<file path="src/rtl/sab_pkg.sv">
// ----------------------------------------------------------------------------
// Suffix automaton builder package
// Shared widths, default sizes and the command and status words that pass
// between the controller and the datapath.
// ----------------------------------------------------------------------------
package sab_pkg;

    localparam int DEF_MAX_NODES = 1024;
    localparam int DEF_ALPHABET  = 26;

    localparam int SYMBOL_W     = 5;
    localparam int END_STATE_W  = 10;
    localparam int END_LENGTH_W = 10;
    localparam int NODE_TOTAL_W = 11;

    typedef struct packed {
        logic load;
        logic t_clr;
        logic t_rd_pc;
        logic t_copy;
        logic t_wr_nn;
        logic t_wr_k;
        logic l_rd_p;
        logic l_rd_q;
        logic l_wr_k;
        logic s_rd_p;
        logic s_rd_q;
        logic s_wr_nn_zero;
        logic s_wr_k_q;
        logic s_wr_q_k;
        logic s_wr_nn_ret;
        logic alloc_nn;
        logic alloc_k;
        logic set_q;
        logic set_want;
        logic p_link;
        logic ret_q;
        logic ret_k;
        logic ret_nn;
        logic emit;
    } cmd_t;

    typedef struct packed {
        logic clr_last;
        logic refused;
        logic edge_zero;
        logic edge_is_q;
        logic p_root;
        logic len_ok;
        logic copy_last;
        logic fresh;
        logic out_free;
    } status_t;

endpackage

</file>
<file path="src/rtl/sab_ctrl.sv">
// ----------------------------------------------------------------------------
// Suffix automaton builder controller
// Sequences the clearing pass, the fresh-node walk, the clone and the
// redirect walk, issuing one memory step per cycle unless a result waits.
// ----------------------------------------------------------------------------
module sab_ctrl
(
    input  logic            clk,
    input  logic            rst_n,
    input  logic            in_valid,
    output logic            in_ready,
    input  sab_pkg::status_t st,
    output sab_pkg::cmd_t    cmd
);
    import sab_pkg::*;

    typedef enum logic [19:0] {
        ST_CLEAR = 20'h00001,
        ST_IDLE  = 20'h00002,
        ST_START = 20'h00004,
        ST_CHK   = 20'h00008,
        ST_WRD   = 20'h00010,
        ST_WCHK  = 20'h00020,
        ST_WLNK  = 20'h00040,
        ST_SL1   = 20'h00080,
        ST_SL2   = 20'h00100,
        ST_SL3   = 20'h00200,
        ST_CP    = 20'h00400,
        ST_LNK1  = 20'h00800,
        ST_LNK2  = 20'h01000,
        ST_LNK3  = 20'h02000,
        ST_RRD   = 20'h04000,
        ST_RCHK  = 20'h08000,
        ST_RLNK  = 20'h10000,
        ST_RDONE = 20'h20000,
        ST_RET   = 20'h40000,
        ST_EMIT  = 20'h80000
    } state_t;

    state_t state_reg;
    state_t state_next;

    assign in_ready = (state_reg == ST_IDLE);

    always_comb
    begin
        cmd        = '0;
        state_next = state_reg;
        unique case (state_reg)
            ST_CLEAR:
            begin
                cmd.t_clr = 1'b1;
                if (st.clr_last)
                begin
                    state_next = ST_IDLE;
                end
            end
            ST_IDLE:
            begin
                if (in_valid)
                begin
                    cmd.load   = 1'b1;
                    state_next = ST_START;
                end
            end
            ST_START:
            begin
                if (st.refused)
                begin
                    state_next = ST_EMIT;
                end
                else
                begin
                    cmd.t_rd_pc = 1'b1;
                    cmd.l_rd_p  = 1'b1;
                    state_next  = ST_CHK;
                end
            end
            ST_CHK:
            begin
                if (st.edge_zero)
                begin
                    cmd.alloc_nn = 1'b1;
                    state_next   = ST_WRD;
                end
                else
                begin
                    cmd.set_q  = 1'b1;
                    state_next = ST_SL1;
                end
            end
            ST_WRD:
            begin
                cmd.t_rd_pc = 1'b1;
                state_next  = ST_WCHK;
            end
            ST_WCHK:
            begin
                if (!st.edge_zero)
                begin
                    cmd.set_q  = 1'b1;
                    state_next = ST_SL1;
                end
                else
                begin
                    cmd.t_wr_nn = 1'b1;
                    if (st.p_root)
                    begin
                        cmd.s_wr_nn_zero = 1'b1;
                        cmd.ret_nn       = 1'b1;
                        state_next       = ST_EMIT;
                    end
                    else
                    begin
                        cmd.s_rd_p = 1'b1;
                        state_next = ST_WLNK;
                    end
                end
            end
            ST_WLNK:
            begin
                cmd.p_link = 1'b1;
                state_next = ST_WRD;
            end
            ST_SL1:
            begin
                cmd.l_rd_p = 1'b1;
                state_next = ST_SL2;
            end
            ST_SL2:
            begin
                cmd.set_want = 1'b1;
                cmd.l_rd_q   = 1'b1;
                state_next   = ST_SL3;
            end
            ST_SL3:
            begin
                if (st.len_ok)
                begin
                    cmd.ret_q  = 1'b1;
                    state_next = ST_RET;
                end
                else
                begin
                    cmd.alloc_k = 1'b1;
                    state_next  = ST_CP;
                end
            end
            ST_CP:
            begin
                cmd.t_copy = 1'b1;
                if (st.copy_last)
                begin
                    state_next = ST_LNK1;
                end
            end
            ST_LNK1:
            begin
                cmd.s_rd_q = 1'b1;
                cmd.l_wr_k = 1'b1;
                state_next = ST_LNK2;
            end
            ST_LNK2:
            begin
                cmd.s_wr_k_q = 1'b1;
                state_next   = ST_LNK3;
            end
            ST_LNK3:
            begin
                cmd.s_wr_q_k = 1'b1;
                state_next   = ST_RRD;
            end
            ST_RRD:
            begin
                cmd.t_rd_pc = 1'b1;
                state_next  = ST_RCHK;
            end
            ST_RCHK:
            begin
                if (st.edge_is_q)
                begin
                    cmd.t_wr_k = 1'b1;
                    if (st.p_root)
                    begin
                        state_next = ST_RDONE;
                    end
                    else
                    begin
                        cmd.s_rd_p = 1'b1;
                        state_next = ST_RLNK;
                    end
                end
                else
                begin
                    state_next = ST_RDONE;
                end
            end
            ST_RLNK:
            begin
                cmd.p_link = 1'b1;
                state_next = ST_RRD;
            end
            ST_RDONE:
            begin
                cmd.ret_k  = 1'b1;
                state_next = ST_RET;
            end
            ST_RET:
            begin
                if (st.fresh)
                begin
                    cmd.s_wr_nn_ret = 1'b1;
                    cmd.ret_nn      = 1'b1;
                end
                state_next = ST_EMIT;
            end
            ST_EMIT:
            begin
                if (st.out_free)
                begin
                    cmd.emit   = 1'b1;
                    state_next = ST_IDLE;
                end
            end
            default:
            begin
                state_next = ST_IDLE;
            end
        endcase
    end

    always_ff @(posedge clk or negedge rst_n)
    begin
        if (!rst_n)
        begin
            state_reg <= ST_CLEAR;
        end
        else
        begin
            state_reg <= state_next;
        end
    end

    a_clone_needs_node: assert property (@(posedge clk) disable iff (!rst_n)
        (state_reg == ST_SL3 && !st.len_ok) |=> (state_reg == ST_CP))
        else $error("clone did not start its row copy");

    a_emit_goes_idle: assert property (@(posedge clk) disable iff (!rst_n)
        cmd.emit |=> (state_reg == ST_IDLE))
        else $error("controller did not return to idle after a result");

    a_load_starts: assert property (@(posedge clk) disable iff (!rst_n)
        cmd.load |=> (state_reg == ST_START))
        else $error("accepted word did not start processing");
endmodule

</file>
<file path="config.mk">
export PLATFORM = sky130hd
export DESIGN_NAME = sab_ctrl
export DESIGN_NICKNAME = d
export VERILOG_FILES = /design/src/rtl/sab_pkg.sv /design/src/rtl/sab_ctrl.sv
export SDC_FILE = /design/constraint.sdc
export NUM_CORES = 1
export LEC_CHECK = 0
export ABC_CLOCK_PERIOD_IN_PS = 3660
export BUFFER_PORTS_ARGS = -buffer_cell sky130_fd_sc_hd__clkbuf_2
export CAP_MARGIN = 20
export CORE_ASPECT_RATIO = 0.5
export CORE_MARGIN = 4
export CORE_UTILIZATION = 40
export DETAILED_ROUTE_END_ITERATION = 7
export PLACE_DENSITY_LB_ADDON = 0.1
export SLEW_MARGIN = 20
export SYNTH_ARGS = -nofsm -noshare
export SYNTH_HDL_FRONTEND = slang
export SYNTH_SLANG_ARGS = --single-unit
</file>
<file path="constraint.sdc">
create_clock -name clk -period 3.66 [get_ports clk]
set_input_delay 1.098 -clock clk [delete_from_list [all_inputs] [get_ports clk]]
set_output_delay 1.098 -clock clk [all_outputs]
set_load 0.01 [all_outputs]
</file>
==> out/qor.csv, run 1 <==
metric,value,unit
syn-cell-area,1400,um^2
finalSetupViolCount,0,
gp_congestion,0.839,
worstHoldPathCells,2,
syn_area_per_cell,10.2,um^2
numCtsBuffers,3,
grt_setup_unrepaired,no,
p_switching,0.292,mW
min_path_type,flip-flop to flip-flop,
power.leakage,0.907,nW
postCtsHoldBufs,0,
grtUsageTotal,0.151,
ff_latch_area,504,um^2
multiInputGateArea,865,um^2
n_fill_cell,292,
relSlewSlack,0.659,
wl,3280,um
powerDensity,480,nW/um^2
crit_path_start_kind,flip-flop,
port_buffers,36,
final-hold-violation-count,0,
netSwitchingFraction,0.348,
first_iter_violations,73,
end_kind,output port,
viasPerCell,5.21,
worstMarginPinSlew,0.511,ns
antenna_left,0,
clk_latency,0.27,ns
io_pins,37,
holdPathEnd,state_reg[0],
diodes,0,
ys_ff_latch,20,
r2r_slack,1.45,ns
antenna_found_initial,0,
yosysSeqAreaShare,0.358,
firstDrtPassIters,4,
cp_cell_sequence,nor4_4 -> buf_4 -> nand4_2 -> or3_4 -> nor3b_2 -> and2_1 -> clkbuf_2,
wire_per_inst,14.3,um
cp_top_family,simple AND/OR/NAND/NOR gates,
cts_buffer_depth,2,
ir_drop,135,uV
synthArstFlopShare,1.00,
internal_power,0.546,mW
slew_viol_final,0,
die_x,91.7,um
netlist_instances,138,
seqPwrFrac,0.328,
final_cell_mix,"36 x clkbuf_2, 17 x dfrtp_1, 10 x nor2_1",
path_buf_inv,2,
slowest_delay,0.47,ns
comb_power_share,0.404,
synth_edf_count,0,
synthFlopType,dfrtp_1,
path_class,flip-flop to output port,
period_needed,3.49,ns
period_share,0.955,
cts_tree,done,
setup-tns-final,0,ns
cp.arrival,2.40,ns
root_buffer,clkbuf_8,
grt_max_degree,21,
grt_pass1_vias,1117,
ys.warnings.count,0,
core,3170,um^2
clk_pin_slew_worst_paths,0.08,ns
worstPathMaxFanout,7,
final_nets,194,
clock_sinks,20,
fp.dieH,49.9,um
drc,0,
grt-ovfl-total,0,
r2r_end,state_reg[11],
final_common_cell,clkbuf_2,
dieArea,4570,um^2
grt_pass1_wl,5460,um
cts.htree.levels,1,
synthToLayoutAreaGrowth,24.5,%
drive_gt1_frac,0.376,
start_util,0.442,
fmax,0.286,GHz
skew,0.00646,ns
place_hpwl,2580,um
ys_types,54,
critPathSlowestCell,dfrtp_2,
r2r_start,state_reg[18],
clkPwrFrac,0.268,
largest_register_ff_count,20,
syn_nets,150,
reg2reg_depth,6,
vias,1193,
critPathRequiredTime,2.56,ns
hold_path_startpoint,state_reg[0],
num_rows,14,
cap_viol_max_count,0,
fin_util,0.550,
outcome,"finished, final reports clean",
worst max-delay path by stage:
stage | startpoint | endpoint | slack, ns | depth (start not counted)
final | state_reg[18] | cmd[3] | 0.17 | 7
after global routing | state_reg[18] | cmd[17] | 0.05 | 7
after CTS | state_reg[17] | cmd[21] | 0.10 | 7
after detailed placement | state_reg[17] | cmd[21] | 0.41 | 7
after global placement | state_reg[5] | cmd[21] | 0.45 | 7
after floorplan | state_reg[13] | cmd[15] | 0.72 | 4
routing by layer:
| metal | share of wire | GRT usage | routed length, um | up-vias |
|---|---|---|---|---|
| met5 | 0 | 0 | 0 | - |
| met4 | 0.010 | 0.0419 | 34 | 0 |
| met3 | 0.053 | 0.0441 | 173 | 4 |
| met2 | 0.41 | 0.209 | 1330 | 32 |
| met1 | 0.53 | 0.226 | 1740 | 552 |
| li1 | - | - | - | 605 |
Yosys cell counts, types with 2 or more instances:
cell type	instances	share of area
and2_1	5	0.022
and2b_1	2	0.011
and3_1	4	0.018
and4b_1	2	0.014
buf_4	2	0.011
dfrtp_1	19	0.34
inv_1	3	0.0080
nand2_1	8	0.021
nand2b_1	3	0.013
nand3_1	4	0.014
nand4_2	2	0.018
nand4b_1	2	0.013
nor2_1	10	0.027
nor2b_1	5	0.022
nor3_1	9	0.032
nor3b_2	2	0.018
nor4_4	4	0.061
nor4b_1	3	0.019
nor4bb_1	2	0.014
o21a_1	3	0.016
o21ai_0	3	0.011
o21ba_1	2	0.014
or2_1	2	0.0089
or3_1	2	0.0089
or4_1	2	0.011
xnor2_1	3	0.019
xor2_1	3	0.019
power groups by stage:
stage | clock network [mW] | registers (mW) | logic (mW)
3_3_place_gp | 0 | 0.279 | 0.319
2_1_floorplan | 0 | 0.272 | 0.224
4_1_cts | 0.229 | 0.275 | 0.323
5_1_grt | 0.242 | 0.279 | 0.375
3_5_place_dp | 0 | 0.279 | 0.322
6_report | 0.224 | 0.275 | 0.338
worst reg2reg max path, stage by stage (launching register included):
cell and delay, ns:
dfrtp_2 0.47, nor4_4 0.43, nand4_2 0.19, buf_4 0.19, or4_1 0.49, o21a_1 0.16
and4b_1 0.17
area by class of cell:
cell class	count	area share
multi-input combinational	111	0.496
clock buffer	3	0.0237
tap	48	0.0344
inverter	3	0.00646
sequential	20	0.289
clock inverter	1	0.0172
timing repair buffer	43	0.133
cell families after synthesis:
group | share of synthesized area
flip-flops | 0.358
XOR/XNOR | 0.0375
AO/OA/AOI/OAI | 0.0938
buffers and inverters | 0.0250
AND/OR/NAND/NOR | 0.486
per-stage QoR:
step	cell area (um^2)	total power [mW]	hold slack, ns	instances	setup slack (ns)
2_1_floorplan	1400	0.496	0.485	138	0.722
3_3_place_gp	1630	0.598	0.519	220	0.454
3_5_place_dp	1630	0.601	0.520	220	0.406
4_1_cts	1700	0.826	0.532	224	0.103
5_1_grt	1740	0.896	0.560	229	0.0458
6_report	1740	0.838	0.528	229	0.166
what timing repair did:
item	CTS	global route
hold endpoints to repair	0	0
setup buffers	0	5
gates resized for setup	0	2
endpoints found under the setup margin	0	3
No activity file was read; power rests on OpenSTA's default activity.
==> run 2, diff against run 1 <==
--- a/config.mk
+++ b/config.mk
@@ -11,3 +11,2 @@
 export CORE_ASPECT_RATIO = 0.5
-export CORE_MARGIN = 4
 export CORE_UTILIZATION = 40
--- a/constraint.sdc
+++ b/constraint.sdc
@@ -3,2 +3,2 @@
 set_output_delay 1.098 -clock clk [all_outputs]
-set_load 0.01 [all_outputs]
+set_load 0.02 [all_outputs]
==> run 2 against run 1 <==
Net effect: cell area down 2.0%; die area shrank 18%; sequential power barely moved; register-to-register slack improved by 0.07 ns; sequential cell count unchanged; wire length fell by 6.1%; combinational power rose by 2%; worst hold slack improved by 0.0013 ns; highest routed layer is now met3; maximum frequency barely moved; via count fell by 0.25%; clock-buffer cell count grew 1; largest cell class unchanged.
==> out/qor.csv, run 2 (synthesis results as in run 1) <==
metric,value,unit,change
viasPerCell,5.29,,+1.5%
start_util,0.442,,unchanged
gp_congestion,0.843,,+0.43%
p_switching,0.303,mW,+3.8%
min_path_type,flip-flop to flip-flop,,
relSlewSlack,0.665,,+0.00519
io_pins,37,,unchanged
cts.htree.levels,1,,unchanged
synthToLayoutAreaGrowth,22.0,%,
comb_power_share,0.433,,+0.029
n_fill_cell,294,,+0.68%
internal_power,0.490,mW,-10%
critPathSlowestCell,nor4_4,,
powerDensity,464,nW/um^2,-3.4%
final_nets,190,,-2.1%
cp_top_family,simple AND/OR/NAND/NOR gates,,
clkPwrFrac,0.217,,-0.051
fmax,0.286,GHz,about the same
cp.arrival,2.40,ns,about the same
grt_pass1_wl,5180,um,-5.2%
antenna_left,0,,unchanged
postCtsHoldBufs,0,,unchanged
clk_pin_slew_worst_paths,0.08,ns,about the same
port_buffers,36,,unchanged
num_rows,14,,unchanged
critPathRequiredTime,2.56,ns,about the same
ir_drop,188,uV,+40%
seqPwrFrac,0.350,,+0.022
path_class,flip-flop to output port,,
power.leakage,0.888,nW,-2.1%
end_kind,output port,,
antenna_found_initial,0,,unchanged
period_needed,3.49,ns,+0.000408 ns
grt_max_degree,21,,unchanged
cts_buffer_depth,2,,unchanged
power,0.793,mW,-5.4%
worstMarginPinSlew,0.503,ns,-0.00778 ns
cp_cell_sequence,nor4_4 -> nand4_2 -> or2_4 -> nor4b_4 -> and2_4 -> clkbuf_2,,
drive_gt1_frac,0.356,,-0.0198
clk_latency,0.26,ns,about the same
cap_viol_max_count,0,,unchanged
setup-tns-final,0,ns,unchanged
cts_tree,done,,
netSwitchingFraction,0.382,,+0.0336
crit_path_start_kind,flip-flop,,
final_common_cell,clkbuf_2,,
first_iter_violations,75,,+2.7%
final-hold-violation-count,0,,unchanged
slowest_delay,0.47,ns,about the same
grt_setup_unrepaired,no,,
path_buf_inv,1,,-1
slew_viol_final,0,,unchanged
worstPathMaxFanout,7,,unchanged
final_cell_mix,"36 x clkbuf_2, 19 x dfrtp_1, 10 x nor2_1",,
largest_register_ff_count,20,,unchanged
fin_util,0.539,,-0.0110
die_x,85.7,um,-6.5%
preCtsSetupSlack,0.423,ns,+0.0172 ns
fp.dieH,43.9,um,-12%
wl,3080,um,-6.1%
period_share,0.955,,about the same
grt_pass1_vias,1025,,-8.2%
diodes,0,,unchanged
vias,1190,,-0.25%
root_buffer,clkbuf_8,,
skew,0.00361,ns,-0.00285 ns
outcome,"finished, final reports clean",,
dieArea,3760,um^2,-18%
finalSetupViolCount,0,,unchanged
grtUsageTotal,0.186,,+0.0344
core,3170,um^2,unchanged
setup_ws,0.166,ns,-0.000408 ns
grt-ovfl-total,0,,unchanged
numCtsBuffers,3,,unchanged
wire_per_inst,13.7,um,-4.4%
drc,0,,unchanged
firstDrtPassIters,4,,unchanged
clock_sinks,20,,unchanged
place_hpwl,2460,um,-4.9%
-- run 2: cell types whose count changed in the layout (fill, tap and decap cells not counted), sizes merged --
| cell | previous run | this run |
|---|---|---|
| buf | 7 | 3 |
| bufinv | 1 | 0 |
| clkbuf | 39 | 40 |
-- run 2: worst paths after layout --
check                               end  cells after the start          from  slack, ns
setup / recovery                 cmd[8]                      6  state_reg[5]       0.17
hold / removal             state_reg[0]                      2  state_reg[0]       0.53
setup reg to reg           state_reg[4]                      6  state_reg[5]       1.52
hold reg to reg            state_reg[0]                      2  state_reg[0]       0.53
max in group asynchronous  state_reg[0]                      1         rst_n       2.51
min in group asynchronous  state_reg[7]                      1         rst_n       0.79
-- run 2: per-stage QoR --
step / cell area (um^2) / cells / hold slack (ns)
2_1_floorplan: 1400 / 138 / 0.485
3_3_place_gp: 1630 / 220 / 0.516
3_5_place_dp: 1630 / 220 / 0.517
4_1_cts: 1690 / 224 / 0.530
5_1_grt: 1710 / 225 / 0.565
6_report: 1710 / 225 / 0.530
-- run 2: routing by layer --
| metal | track usage | wire length (um) | part of all wire | vias to the layer above |
|---|---|---|---|---|
| met4 | 0.0400 | 0 | 0 | 0 |
| met1 | 0.287 | 1660 | 0.54 | 553 |
| met2 | 0.256 | 1200 | 0.39 | 43 |
| li1 | - | - | - | 594 |
| met3 | 0.0495 | 221 | 0.072 | 0 |
| met5 | 0 | 0 | 0 | - |
-- run 2: what timing repair did --
action | CTS | global route
endpoints found under the setup margin | 0 | 3
setup buffers | 0 | 1
gates resized for setup | 0 | 2
-- run 2: worst min-delay path, cell delays in order (launching register included) --
cell and delay [ns]:
dfstp_2 0.41, nand2_1 0.07, nor3_1 0.05
-- run 2: layout make-up --
class	instances	area (um^2)	area share
clock buffer	4	55.1	0.0322
inverter	3	11.3	0.00659
tap	48	60.1	0.0351
multi-input combinational	111	878	0.514
sequential	20	502	0.294
timing repair buffer	39	203	0.119
-- run 2: power groups by stage --
| stage | registers [mW] | clock network (mW) | logic, mW |
|---|---|---|---|
| final | 0.277 | 0.172 | 0.344 |
| after global placement | 0.278 | 0 | 0.333 |
| after floorplan | 0.272 | 0 | 0.238 |
| after global routing | 0.281 | 0.187 | 0.378 |
| after CTS | 0.275 | 0.177 | 0.333 |
| after detailed placement | 0.279 | 0 | 0.331 |
==> run 3, diff against run 2 <==
Settings changed: PLACE_DENSITY_LB_ADDON 0.1 to unset.
==> run 3 against run 2 <==
Net effect: first-iteration DRC count decreased by 32%; total power down 3.3%; worst hold slack about the same; via count is 0.84% higher; critical endpoint is now cmd[3]; largest power group unchanged.
==> out/qor.csv, run 3 (synthesis results as in run 1) <==
metric,value,unit,change
worstPathMaxFanout,8,,+1
final-instance-count-excl-fill,229,,+1.8%
cts_tree,done,,
numCtsBuffers,3,,unchanged
worstMarginPinSlew,0.506,ns,+0.00264 ns
fp.dieH,43.9,um,unchanged
setup_ws,0.114,ns,-0.0517 ns
first_iter_violations,51,,-32%
wl,3180,um,+3.2%
crit_path_start_kind,flip-flop,,
cap_viol_max_count,0,,unchanged
clock_sinks,20,,unchanged
drive_gt1_frac,0.370,,+0.0142
vias,1200,,+0.84%
grt_pass1_wl,5190,um,+0.25%
place_hpwl,2450,um,-0.36%
multiInputGateArea,865,um^2,-1.6%
cp.arrival,2.45,ns,+0.05 ns
slew_viol_final,0,,unchanged
reg2reg_depth,7,,+1
post-place-cells,220,,unchanged
die_x,85.7,um,unchanged
num_rows,14,,unchanged
largest_register_ff_count,20,,unchanged
critPathRequiredTime,2.56,ns,about the same
powerDensity,446,nW/um^2,-3.7%
place_area,1630,um^2,unchanged
period_share,0.969,,+0.0141
ff_latch_area,504,um^2,+0.50%
wire_per_inst,13.9,um,+1.4%
r2r_end,state_reg[1],,
diodes,0,,unchanged
critPathLaunch,state_reg[7],,
antenna_found_initial,0,,unchanged
r2r_start,state_reg[7],,
period_needed,3.55,ns,+0.0517 ns
r2r_slack,1.47,ns,-0.05 ns
final-hold-violation-count,0,,unchanged
n_fill_cell,288,,-2.0%
clk_pin_slew_worst_paths,0.08,ns,about the same
power,0.767,mW,-3.3%
drc,0,,unchanged
fmax,0.282,GHz,-1.5%
fin_util,0.542,,+0.00276
core,3170,um^2,unchanged
gp_congestion,0.816,,-3.2%
cts.htree.levels,1,,unchanged
final_nets,194,,+2.1%
synthToLayoutAreaGrowth,22.6,%,
final_cell_mix,"36 x clkbuf_2, 17 x dfrtp_1, 10 x nor2_1",,
clk_latency,0.26,ns,about the same
end_kind,output port,,
dieArea,3760,um^2,unchanged
grt_max_degree,21,,unchanged
grt_pass1_vias,1075,,+4.9%
skew,0.00262,ns,-0.000990 ns
crit_path_end,cmd[3],,
design_area,1720,um^2,+0.51%
setup-tns-final,0,ns,unchanged
whs,0.530,ns,+0.000155 ns
outcome,"finished, final reports clean",,
relSlewSlack,0.663,,-0.00176
grt-ovfl-total,0,,unchanged
power.leakage,0.892,nW,+0.44%
start_util,0.442,,unchanged
grtUsageTotal,0.190,,+0.00447
postCtsHoldBufs,0,,unchanged
path_class,flip-flop to output port,,
io_pins,37,,unchanged
antenna_left,0,,unchanged
final_common_cell,clkbuf_2,,
port_buffers,36,,unchanged
finalSetupViolCount,0,,unchanged
root_buffer,clkbuf_8,,
preCtsSetupSlack,0.397,ns,-0.0262 ns
firstDrtPassIters,4,,unchanged
ir_drop,195,uV,+3.3%
viasPerCell,5.24,,-0.92%
cts_buffer_depth,2,,unchanged
min_path_type,flip-flop to flip-flop,,
-- run 3: power breakdown --
part	total [mW]	leakage, nW	internal (mW)	switching [mW]
registers	0.274	0.269	0.236	0.0374
clock network	0.156	0.0228	0.0777	0.0785
logic	0.337	0.600	0.156	0.181
-- run 3: metal layers --
layer / part of all wire / GRT usage / up-vias
li1: - / - / 613
met1: 0.52 / 0.266 / 554
met2: 0.42 / 0.282 / 31
met3: 0.051 / 0.0495 / 2
met4: 0.0044 / 0.0800 / 0
met5: 0 / 0 / -
-- run 3: layout make-up --
| cell class | instances | area share |
|---|---|---|
| inverters | 3 | 0.00655 |
| multi-input cells | 111 | 0.503 |
| well taps | 48 | 0.0350 |
| repair buffers | 43 | 0.135 |
| clock buffers | 4 | 0.0262 |
| flip-flops and latches | 20 | 0.294 |
-- run 3: what timing repair did --
| action | 4_1_cts | 5_1_grt |
|---|---|---|
| gates resized for setup | 0 | 2 |
| buffers inserted | 0 | 5 |
| setup endpoints to repair | 0 | 4 |
| hold endpoints to repair | 0 | 0 |
-- run 3: critical path, cell delays in order, from the launching register on --
cell      delay (ns)
dfrtp_2         0.47
nor4_4          0.43
buf_4           0.19
nand4_2         0.11
or3_4           0.37
nor3b_2         0.21
and2_1          0.21
clkbuf_2        0.19
-- run 3: worst min path at each step --
| stage | start | endpoint | cells after the start |
|---|---|---|---|
| floorplan | state_reg[0] | state_reg[0] | 2 |
| global placement | state_reg[0] | state_reg[0] | 2 |
| detailed placement | state_reg[0] | state_reg[0] | 2 |
| CTS | state_reg[0] | state_reg[0] | 2 |
| global route | state_reg[0] | state_reg[0] | 2 |
| finish | state_reg[0] | state_reg[0] | 2 |
